--- config.mk ---
export PLATFORM = sky130hd
export DESIGN_NAME = crlf_frame_decimal_extractor
export DESIGN_NICKNAME = d
export VERILOG_FILES = /design/src/cfde_pkg.sv /design/src/cfde_window.sv /design/src/cfde_scan.sv /design/src/cfde_accum.sv /design/src/crlf_frame_decimal_extractor.sv
export SDC_FILE = /design/constraint.sdc
export NUM_CORES = 1
export LEC_CHECK = 0
export BUFFER_PORTS_ARGS = -buffer_cell sky130_fd_sc_hd__buf_2
export CORE_UTILIZATION = 56
export CTS_CLUSTER_SIZE = 12
export DETAILED_ROUTE_END_ITERATION = 12
export PLACE_DENSITY = 0.78
export SYNTH_ARGS = -nofsm -noshare
export SYNTH_HDL_FRONTEND = slang
export SYNTH_SLANG_ARGS = --single-unit
--- constraint.sdc ---
create_clock -name clock -period 6.8 [get_ports clock]
set_clock_uncertainty 0.1 [all_clocks]
set_input_delay 1.36 -clock clock [delete_from_list [all_inputs] [get_ports clock]]
set_output_delay 1.36 -clock clock [all_outputs]
set_load 0.02 [all_outputs]
--- src/cfde_pkg.sv ---
`default_nettype none

package cfde_pkg;

   // frame layout
   localparam int WIN_LEN     = 14;
   localparam int STORE_LEN   = WIN_LEN - 1;
   localparam int FILL_W      = 4;
   localparam int POS_CR_HEAD = 0;
   localparam int POS_LF_HEAD = 1;
   localparam int POS_DOT     = 8;
   localparam int POS_CR_TAIL = 12;
   localparam int POS_LF_TAIL = 13;
   localparam int FIELD_FIRST = 3;
   localparam int FIELD_LEN   = 9;

   // character codes
   localparam logic [7:0] CH_CR    = 8'h0d;
   localparam logic [7:0] CH_LF    = 8'h0a;
   localparam logic [7:0] CH_DOT   = 8'h2e;
   localparam logic [7:0] CH_PLUS  = 8'h2b;
   localparam logic [7:0] CH_MINUS = 8'h2d;
   localparam logic [7:0] CH_SPACE = 8'h20;
   localparam logic [7:0] CH_TAB   = 8'h09;
   localparam logic [7:0] CH_ZERO  = 8'h30;
   localparam logic [7:0] CH_NINE  = 8'h39;

   // counters and number widths
   localparam logic [7:0] SKIP_MAX = 8'hff;
   localparam int INT_DIGITS  = 5;
   localparam int FRAC_DIGITS = 3;
   localparam int DEC_DIGITS  = INT_DIGITS + FRAC_DIGITS;
   localparam int MAG_W       = 27;
   localparam int VALUE_W     = 28;
   localparam logic signed [VALUE_W-1:0] VALUE_MAX = 28'sd99999999;
   localparam logic signed [VALUE_W-1:0] VALUE_MIN = -28'sd99999999;

   // weight of each decimal digit, least significant first
   localparam logic [MAG_W-1:0] DEC_WEIGHT [DEC_DIGITS] = '{
      27'd1, 27'd10, 27'd100, 27'd1000, 27'd10000,
      27'd100000, 27'd1000000, 27'd10000000
   };

   // text field of a matched frame, handed from the window to the scanner
   typedef struct packed {
      logic [FIELD_LEN-1:0][7:0] text;
      logic [7:0]                skipped;
   } frame_type;

   // scanned number: sign and eight decimal digits, least significant first
   typedef struct packed {
      logic                       negative;
      logic [DEC_DIGITS-1:0][3:0] digits;
      logic [7:0]                 skipped;
   } decimal_type;

endpackage

`default_nettype wire

--- src/cfde_window.sv ---
`default_nettype none

module cfde_window (
   input  logic                  clock,
   input  logic                  reset,
   input  logic                  in_valid,
   output logic                  in_ready,
   input  logic [7:0]            in_byte,
   output logic                  frame_valid,
   input  logic                  frame_ready,
   output cfde_pkg::frame_type   frame
);

   logic [7:0]                    win_ff [cfde_pkg::STORE_LEN];
   logic [7:0]                    win_in [cfde_pkg::STORE_LEN];
   logic [cfde_pkg::FILL_W-1:0]   fill_ff;
   logic [cfde_pkg::FILL_W-1:0]   fill_in;
   logic [7:0]                    skip_ff;
   logic [7:0]                    skip_in;
   logic                          frame_valid_ff;
   logic                          frame_valid_in;
   cfde_pkg::frame_type           frame_ff;
   cfde_pkg::frame_type           frame_in;
   logic [7:0]                    full_win [cfde_pkg::WIN_LEN];
   logic                          window_full;
   logic                          match;
   logic                          accept;

   // full 14 byte view: stored bytes plus the incoming word
   always_comb begin
      for (int i = 0; i < cfde_pkg::STORE_LEN; i++) begin
         full_win[i] = win_ff[i];
      end
      full_win[cfde_pkg::STORE_LEN] = in_byte;
   end

   assign window_full = (fill_ff == cfde_pkg::FILL_W'(cfde_pkg::STORE_LEN));
   assign match = window_full
      && (full_win[cfde_pkg::POS_CR_HEAD] == cfde_pkg::CH_CR)
      && (full_win[cfde_pkg::POS_LF_HEAD] == cfde_pkg::CH_LF)
      && (full_win[cfde_pkg::POS_DOT]     == cfde_pkg::CH_DOT)
      && (full_win[cfde_pkg::POS_CR_TAIL] == cfde_pkg::CH_CR)
      && (full_win[cfde_pkg::POS_LF_TAIL] == cfde_pkg::CH_LF);

   assign in_ready = !frame_valid_ff || frame_ready;
   assign accept   = in_valid && in_ready;

   // window fill, realign and frame capture
   always_comb begin
      win_in         = win_ff;
      fill_in        = fill_ff;
      skip_in        = skip_ff;
      frame_valid_in = frame_valid_ff && !frame_ready;
      frame_in       = frame_ff;
      if (accept) begin
         priority if (!window_full) begin
            win_in[fill_ff] = in_byte;
            fill_in         = fill_ff + 1'b1;
         end else if (match) begin
            fill_in        = '0;
            skip_in        = '0;
            frame_valid_in = 1'b1;
            for (int i = 0; i < cfde_pkg::FIELD_LEN; i++) begin
               frame_in.text[i] = full_win[cfde_pkg::FIELD_FIRST + i];
            end
            frame_in.skipped = skip_ff;
         end else begin
            // drop the oldest byte
            for (int i = 0; i < cfde_pkg::STORE_LEN; i++) begin
               win_in[i] = full_win[i + 1];
            end
            if (skip_ff != cfde_pkg::SKIP_MAX) begin
               skip_in = skip_ff + 1'b1;
            end
         end
      end
   end

   // control state
   always_ff @(posedge clock) begin
      if (reset) begin
         fill_ff        <= '0;
         skip_ff        <= '0;
         frame_valid_ff <= 1'b0;
      end else begin
         fill_ff        <= fill_in;
         skip_ff        <= skip_in;
         frame_valid_ff <= frame_valid_in;
      end
   end

   // payload
   always_ff @(posedge clock) begin
      win_ff   <= win_in;
      frame_ff <= frame_in;
   end

   assign frame_valid = frame_valid_ff;
   assign frame       = frame_ff;

   a_fill_range: assert property (@(posedge clock) disable iff (reset)
      fill_ff <= cfde_pkg::FILL_W'(cfde_pkg::STORE_LEN))
      else $error("window fill above 13");

   a_match_clears: assert property (@(posedge clock) disable iff (reset)
      accept && match |=> fill_ff == '0 && skip_ff == '0 && frame_valid_ff)
      else $error("frame match did not clear window and counter");

   a_miss_realigns: assert property (@(posedge clock) disable iff (reset)
      accept && window_full && !match
      |=> fill_ff == cfde_pkg::FILL_W'(cfde_pkg::STORE_LEN) && skip_ff != '0)
      else $error("mismatch did not realign window");

endmodule

`default_nettype wire

--- src/cfde_scan.sv ---
`default_nettype none

module cfde_scan (
   input  logic                  clock,
   input  logic                  reset,
   input  logic                  in_valid,
   output logic                  in_ready,
   input  cfde_pkg::frame_type   frame,
   output logic                  out_valid,
   input  logic                  out_ready,
   output cfde_pkg::decimal_type decimal
);

   typedef enum logic [1:0] {
      PH_LEAD,
      PH_INT,
      PH_FRAC,
      PH_DONE
   } scan_phase_type;

   logic                  valid_ff;
   logic                  valid_in;
   cfde_pkg::decimal_type dec_ff;
   cfde_pkg::decimal_type dec_in;
   logic                  accept;

   function automatic logic is_blank(input logic [7:0] c);
      return (c == cfde_pkg::CH_SPACE) || (c >= cfde_pkg::CH_TAB && c <= cfde_pkg::CH_CR);
   endfunction

   function automatic logic is_digit(input logic [7:0] c);
      return (c >= cfde_pkg::CH_ZERO) && (c <= cfde_pkg::CH_NINE);
   endfunction

   assign in_ready = !valid_ff || out_ready;
   assign accept   = in_valid && in_ready;

   // walk the nine text bytes: blanks, sign, integer digits, dot, fraction
   always_comb begin
      scan_phase_type                     phase;
      logic [7:0]                         c;
      logic                               negative;
      logic [cfde_pkg::INT_DIGITS-1:0][3:0]  int_dig;
      logic [cfde_pkg::FRAC_DIGITS-1:0][3:0] frac_dig;
      logic [1:0]                         frac_cnt;
      phase    = PH_LEAD;
      negative = 1'b0;
      int_dig  = '0;
      frac_dig = '0;
      frac_cnt = '0;
      for (int i = 0; i < cfde_pkg::FIELD_LEN; i++) begin
         c = frame.text[i];
         unique case (phase)
            PH_LEAD: begin
               priority if (is_blank(c)) begin
                  phase = PH_LEAD;
               end else if (c == cfde_pkg::CH_PLUS || c == cfde_pkg::CH_MINUS) begin
                  negative = (c == cfde_pkg::CH_MINUS);
                  phase    = PH_INT;
               end else if (is_digit(c)) begin
                  int_dig = {int_dig[cfde_pkg::INT_DIGITS-2:0], c[3:0]};
                  phase   = PH_INT;
               end else if (c == cfde_pkg::CH_DOT) begin
                  phase = PH_FRAC;
               end else begin
                  phase = PH_DONE;
               end
            end
            PH_INT: begin
               priority if (is_digit(c)) begin
                  int_dig = {int_dig[cfde_pkg::INT_DIGITS-2:0], c[3:0]};
               end else if (c == cfde_pkg::CH_DOT) begin
                  phase = PH_FRAC;
               end else begin
                  phase = PH_DONE;
               end
            end
            PH_FRAC: begin
               if (is_digit(c)) begin
                  // digits past the third are dropped
                  if (frac_cnt < 2'(cfde_pkg::FRAC_DIGITS)) begin
                     frac_dig[frac_cnt] = c[3:0];
                     frac_cnt           = frac_cnt + 1'b1;
                  end
               end else begin
                  phase = PH_DONE;
               end
            end
            PH_DONE: begin
               phase = PH_DONE;
            end
            default: begin
               phase = PH_DONE;
            end
         endcase
      end
      dec_in.negative = negative;
      dec_in.digits[cfde_pkg::DEC_DIGITS-1:cfde_pkg::FRAC_DIGITS] = int_dig;
      for (int j = 0; j < cfde_pkg::FRAC_DIGITS; j++) begin
         dec_in.digits[cfde_pkg::FRAC_DIGITS-1-j] = frac_dig[j];
      end
      dec_in.skipped = frame.skipped;
   end

   assign valid_in = accept || (valid_ff && !out_ready);

   always_ff @(posedge clock) begin
      if (reset) begin
         valid_ff <= 1'b0;
      end else begin
         valid_ff <= valid_in;
      end
   end

   always_ff @(posedge clock) begin
      if (accept) begin
         dec_ff <= dec_in;
      end
   end

   assign out_valid = valid_ff;
   assign decimal   = dec_ff;

endmodule

`default_nettype wire

--- src/cfde_accum.sv ---
`default_nettype none

module cfde_accum (
   input  logic                                clock,
   input  logic                                reset,
   input  logic                                in_valid,
   output logic                                in_ready,
   input  cfde_pkg::decimal_type               decimal,
   output logic                                rsp_valid,
   input  logic                                rsp_ready,
   output logic signed [cfde_pkg::VALUE_W-1:0] rsp_value_thousandths,
   output logic [7:0]                          rsp_skipped_bytes
);

   logic                                mag_valid_ff;
   logic                                mag_valid_in;
   logic [cfde_pkg::MAG_W-1:0]          mag_ff;
   logic [cfde_pkg::MAG_W-1:0]          mag_in;
   logic                                neg_ff;
   logic [7:0]                          mag_skip_ff;
   logic                                out_valid_ff;
   logic                                out_valid_in;
   logic signed [cfde_pkg::VALUE_W-1:0] value_ff;
   logic signed [cfde_pkg::VALUE_W-1:0] value_in;
   logic [7:0]                          skip_ff;
   logic                                out_free;
   logic                                accept;
   logic                                advance;

   assign out_free = !out_valid_ff || rsp_ready;
   assign in_ready = !mag_valid_ff || out_free;
   assign accept   = in_valid && in_ready;
   assign advance  = mag_valid_ff && out_free;

   // magnitude from the decimal digits, constant weights
   always_comb begin
      mag_in = '0;
      for (int k = 0; k < cfde_pkg::DEC_DIGITS; k++) begin
         mag_in = mag_in + cfde_pkg::MAG_W'(decimal.digits[k]) * cfde_pkg::DEC_WEIGHT[k];
      end
   end

   // apply sign
   always_comb begin
      if (neg_ff) begin
         value_in = cfde_pkg::VALUE_W'(0) - $signed({1'b0, mag_ff});
      end else begin
         value_in = $signed({1'b0, mag_ff});
      end
   end

   assign mag_valid_in = accept || (mag_valid_ff && !out_free);
   assign out_valid_in = advance || (out_valid_ff && !rsp_ready);

   always_ff @(posedge clock) begin
      if (reset) begin
         mag_valid_ff <= 1'b0;
         out_valid_ff <= 1'b0;
      end else begin
         mag_valid_ff <= mag_valid_in;
         out_valid_ff <= out_valid_in;
      end
   end

   always_ff @(posedge clock) begin
      if (accept) begin
         mag_ff      <= mag_in;
         neg_ff      <= decimal.negative;
         mag_skip_ff <= decimal.skipped;
      end
      if (advance) begin
         value_ff <= value_in;
         skip_ff  <= mag_skip_ff;
      end
   end

   assign rsp_valid             = out_valid_ff;
   assign rsp_value_thousandths = value_ff;
   assign rsp_skipped_bytes     = skip_ff;

   a_value_range: assert property (@(posedge clock) disable iff (reset)
      out_valid_ff |-> value_ff <= cfde_pkg::VALUE_MAX && value_ff >= cfde_pkg::VALUE_MIN)
      else $error("result value out of range");

   a_stage_holds: assert property (@(posedge clock) disable iff (reset)
      mag_valid_ff && !out_free |=> mag_valid_ff && $stable(mag_ff) && $stable(neg_ff))
      else $error("magnitude stage lost a word while blocked");

endmodule

`default_nettype wire

--- src/crlf_frame_decimal_extractor.sv ---
`default_nettype none

// Takes one serial byte per word and looks for a 14 byte frame of the form
// CR LF, an unchecked byte, nine text bytes with a dot at frame byte 8, CR
// LF. The text is read like atof (leading blanks, optional sign, digits,
// dot, up to three fraction digits, no exponent) and delivered as a signed
// value in thousandths, with the count of bytes dropped while hunting for
// the frame (saturating at 255). One byte is accepted every cycle; req_ready
// drops only when the four result registers (frame, digit scan, magnitude,
// output) are all full and the consumer holds off. Results pass them in turn.
module crlf_frame_decimal_extractor (
   input  logic                                clock,
   input  logic                                reset,
   input  logic                                req_valid,
   output logic                                req_ready,
   input  logic [7:0]                          req_rx_byte,
   output logic                                rsp_valid,
   input  logic                                rsp_ready,
   output logic signed [cfde_pkg::VALUE_W-1:0] rsp_value_thousandths,
   output logic [7:0]                          rsp_skipped_bytes
);

   logic                  frame_valid;
   logic                  frame_ready;
   cfde_pkg::frame_type   frame;
   logic                  dec_valid;
   logic                  dec_ready;
   cfde_pkg::decimal_type decimal;

   // byte window and frame detection
   cfde_window u_window (
      .clock       (clock),
      .reset       (reset),
      .in_valid    (req_valid),
      .in_ready    (req_ready),
      .in_byte     (req_rx_byte),
      .frame_valid (frame_valid),
      .frame_ready (frame_ready),
      .frame       (frame)
   );

   // text scan into digits
   cfde_scan u_scan (
      .clock     (clock),
      .reset     (reset),
      .in_valid  (frame_valid),
      .in_ready  (frame_ready),
      .frame     (frame),
      .out_valid (dec_valid),
      .out_ready (dec_ready),
      .decimal   (decimal)
   );

   // digits to signed value
   cfde_accum u_accum (
      .clock                 (clock),
      .reset                 (reset),
      .in_valid              (dec_valid),
      .in_ready              (dec_ready),
      .decimal               (decimal),
      .rsp_valid             (rsp_valid),
      .rsp_ready             (rsp_ready),
      .rsp_value_thousandths (rsp_value_thousandths),
      .rsp_skipped_bytes     (rsp_skipped_bytes)
   );

endmodule

`default_nettype wire
==> qor.csv <==
stage;metric;value;unit
synthesis;post-synthesis instance total;1941;
synthesis;post-synth top area cell;edfxtp_1;
power;NetSw;0.000766;W
cells_and_area;Nets;2250;
worst_hold_path;hold depth;0;
power;Design Power;0.00394;W
timing;Slew HR;24.6;%
clock_network;CTS tree;done;
cells_and_area;diode count;0;
floorplanning;area of the core;37700;µm²
synthesis;Synth cell types;104;
synthesis;Synth Register Bits;313;
worst_setup_path;critical path endpoint category;flop;
grt;initial antenna violation count;0;
worst_setup_path;slowest stage cell, crit path;fa_1;
synthesis;syn avg cell area;11.0;µm²
power;Sw Share;19.4;%
timing;Hold WS;0.316;ns
drt;DRT Pass-1 Iters;6;
drt;Vias/cell;6.03;
clock_network;Max clock buf depth;3;
clock_network;Num CTS Buffers;35;
synthesis;Async S/R FF share, synth;0;%
synthesis;largest cells by area after synthesis;edfxtp_1 (42%), ha_1 (10%), fa_1 (6.5%), a22o_1 (3.7%), xnor2_1 (3.5%);
clock_network;clock slew at reported path FFs;0.05;ns
synthesis;Syn Nets;2196;
synthesis;register area share after synthesis;43.2;%
outcome;run status;complete, but fails checks;
drt;via count;15200;
timing;fin crit share;103;%
worst_setup_path;arrival time worst endpoint;7.15;ns
clock_network;clk sinks;313;
power;peak supply drop;0.203;mV
grt;gr ovfl total;0;
worst_setup_path;crit path capture;u_accum.mag_ff[25];
timing;fmax;143;MHz
grt;largest net degree at the start of global routing;67;
place;Port-buffer cells;49;
worst_setup_path;CP max FO;3;
cells_and_area;layout cells sized above 1;12.5;%
grt;global-route wire length before repair;77.2;mm
place;DP HPWL;36.5;mm
synthesis;Mapped Area;21400;µm²
timing;worst-margin pin slew;1.12;ns
synthesis;Synth Flop Type;edfxtp_1;
worst_setup_path;CP Launch Point;u_scan.decimal[13];
drt;DR WL/cell;19.1;µm
worst_setup_path;R2R setup slack;-0.18;ns
worst_hold_path;Worst Hold Class;reg2reg;
worst_setup_path;CP max stage delay;0.60;ns
power;clock network fraction of total power;45.6;%
power;Sequential Power Share;53.2;%
power;P_leak;9.90;nW
drt;Final ANT Viol Nets;0;
power;PwrDens;167;nW/µm²
grt;number of global-route vias before repair;14900;
floorplanning;Die Wd;197;µm
drt;DRC errors left;0;
floorplanning;I/O pin cnt;50;
clock_network;H-tree level count;2;
worst_setup_path;critical path's top delay family;adder cells;
power;combinational fraction of design power;1.2;%
worst_setup_path;Reg2Reg Depth;27;
clock_network;Clock Latency Late Sink;0.54;ns
worst_setup_path;crit path kind;reg2reg;
worst_setup_path;startpoint class of the critical path;flop;
floorplanning;row cnt;71;
drt;Detailed Route Iter0 Violations;1135;
worst_setup_path;CP required;6.97;ns
clock_network;clk root buf;clkbuf_16;
outcome;failing checks;negative setup slack;
synthesis;Post-synth EDFFs;297;
worst_setup_path;RR Startpoint;u_scan.decimal[13];
grt;total track usage;25.2;%
cells_and_area;area grow syn2layout;10.2;%
timing;Fin. Hold Viols;0;
worst_setup_path;critical path depth;27;
synthesis;Synth top area share;41.7;%
job;MaxCap Viol Count;0;
drt;final wirelength;48.3;mm
timing;minimum clock period;6.98;ns
floorplanning;starting density of the core;56.8;%
cells_and_area;post-layout util;62.6;%
worst_setup_path;Worst Path Buf+Inv;1;
power;internal power;0.00318;W
place;routability cong.;0.931;
timing;Slew Viols, Final;0;
timing;Final WS setup;-0.182;ns
floorplanning;die area;39000;µm²
synthesis;Synth top cells by count;edfxtp_1 (297), ha_1 (173), inv_1 (149);
floorplanning;Die H;197;µm
worst_setup_path;Reg-to-Reg End;u_accum.mag_ff[25];
timing;RSZ-0062 raised after global routing;true;
synthesis;most common cell in the netlist;edfxtp_1;
timing;Setup-failing EPs final;3;
synthesis;Ys Warns;0;
worst_hold_path;hold_sp;u_window.frame[1];
-- worst min-delay path by stage --
stage | slack (ns) | endpoint
2_1_floorplan | 0.30 | u_accum.mag_ff[0]
3_3_place_gp | 0.30 | u_accum.mag_skip_ff[2]
3_5_place_dp | 0.30 | u_accum.rsp_skipped_bytes[3]
4_1_cts | 0.32 | u_scan.decimal[1]
5_1_grt | 0.32 | u_scan.decimal[0]
6_report | 0.32 | u_scan.decimal[1]
-- sequential cells by signal, summed over array words and instances, names as in the netlist, 8 cells and up --
signal and flops:
u_accum.mag_skip_ff 8, u_accum.rsp_skipped_bytes 8, u_window.frame 80, u_accum.rsp_value_thousandths 28
u_window.skip_ff 8, u_scan.decimal 41, u_window.full_win 104, u_accum.mag_ff 27
-- power by group through the flow --
stage                     clock network (W)  registers [W]  logic (W)
after floorplan                           0        0.00213  0.0000300
after CTS                           0.00183        0.00210  0.0000460
after global placement                    0        0.00214  0.0000444
after detailed placement                  0        0.00214  0.0000456
final                               0.00180        0.00210  0.0000466
after global routing                0.00191        0.00210  0.0000502
-- metrics by stage --
stage               cell area (µm²)  TNS, ns  setup WS [ns]  instances
floorplan                     21500        0        0.00356       1941
global placement              22300  -0.0441        -0.0441       2451
detailed placement            22300   -0.385         -0.190       2451
CTS                           23500   -0.162        -0.0923       2522
global route                  23600    -1.87         -0.462       2528
finish                        23600   -0.432         -0.182       2528
-- kinds of logic (layout without fill, tap and decap cells) --
logic type                 count (synthesis)  count (layout)  share of synthesized area (%)
DFF                                      313             313                           43.2
adders and majority gates                243             243                           16.7
and+or+nand+nor                          510             510                           12.2
AOI/OAI and AO/OA                        429             429                           14.2
buffers and inverters                    234             310                           4.23
xor gates and xnor gates                 111             111                           4.54
muxes                                    101             101                           5.03
-- timing repair --
action	CTS	global route
gates resized for setup	7	5
setup buffers	13	6
hold buffers	0	0
setup endpoints to repair	4	7
pin swaps	29	23
-- area by class of cell --
type,instances,area (µm²)
fillers,2888,14100
multi-input cells,1394,11400
flip-flops and latches,313,9240
clock buffers,49,970
well taps,511,639
repair buffers,100,632
inverters,151,567
clock inverters,10,125
-- routing by layer --
metal | global-route usage, % | up-vias | wire length (µm)
met3 | 4.30 | 107 | 2560
met5 | 0 | - | 0
met1 | 31.1 | 7410 | 20000
met4 | 10.7 | 0 | 1870
li1 | - | 7246 | -
met2 | 43.6 | 469 | 23900
-- cell usage in the layout (no fill, tap or decap), types with 36 or more instances in the layout --
cell type | synthesis | layout
ha_1 | 173 | 169
clkbuf_16 | 0 | 36
nor2_1 | 121 | 121
buf_4 | 1 | 50
buf_2 | 7 | 49
inv_1 | 149 | 147
fa_1 | 70 | 70
edfxtp_1 | 297 | 297
a21oi_1 | 100 | 88
a22o_1 | 90 | 90
nand2_1 | 131 | 131
o21ai_0 | 70 | 70
nand3_1 | 44 | 43
mux2i_1 | 67 | 67
xnor2_1 | 85 | 84
-- worst register-to-register path: stages (launching register included) --
cell and delay, ns:
edfxtp_1 0.40, ha_1 0.32, ha_2 0.21, fa_1 0.60, nand3_2 0.12, a21oi_2 0.15, o22ai_2 0.10, fa_1 0.48
inv_1 0.05, fa_1 0.55, fa_1 0.43, fa_1 0.58, ha_1 0.25, a21o_1 0.17, a21oi_2 0.16, o21bai_1 0.09
a21oi_2 0.16, o21bai_1 0.11, a21oi_2 0.16, o21bai_1 0.09, a21oi_2 0.14, o21bai_1 0.09, a31o_2 0.22, a41o_1 0.20
o41ai_2 0.37, o21ba_2 0.17, o21bai_1 0.07, xor2_1 0.15
Note: power is estimated with default switching activity, not from simulation.
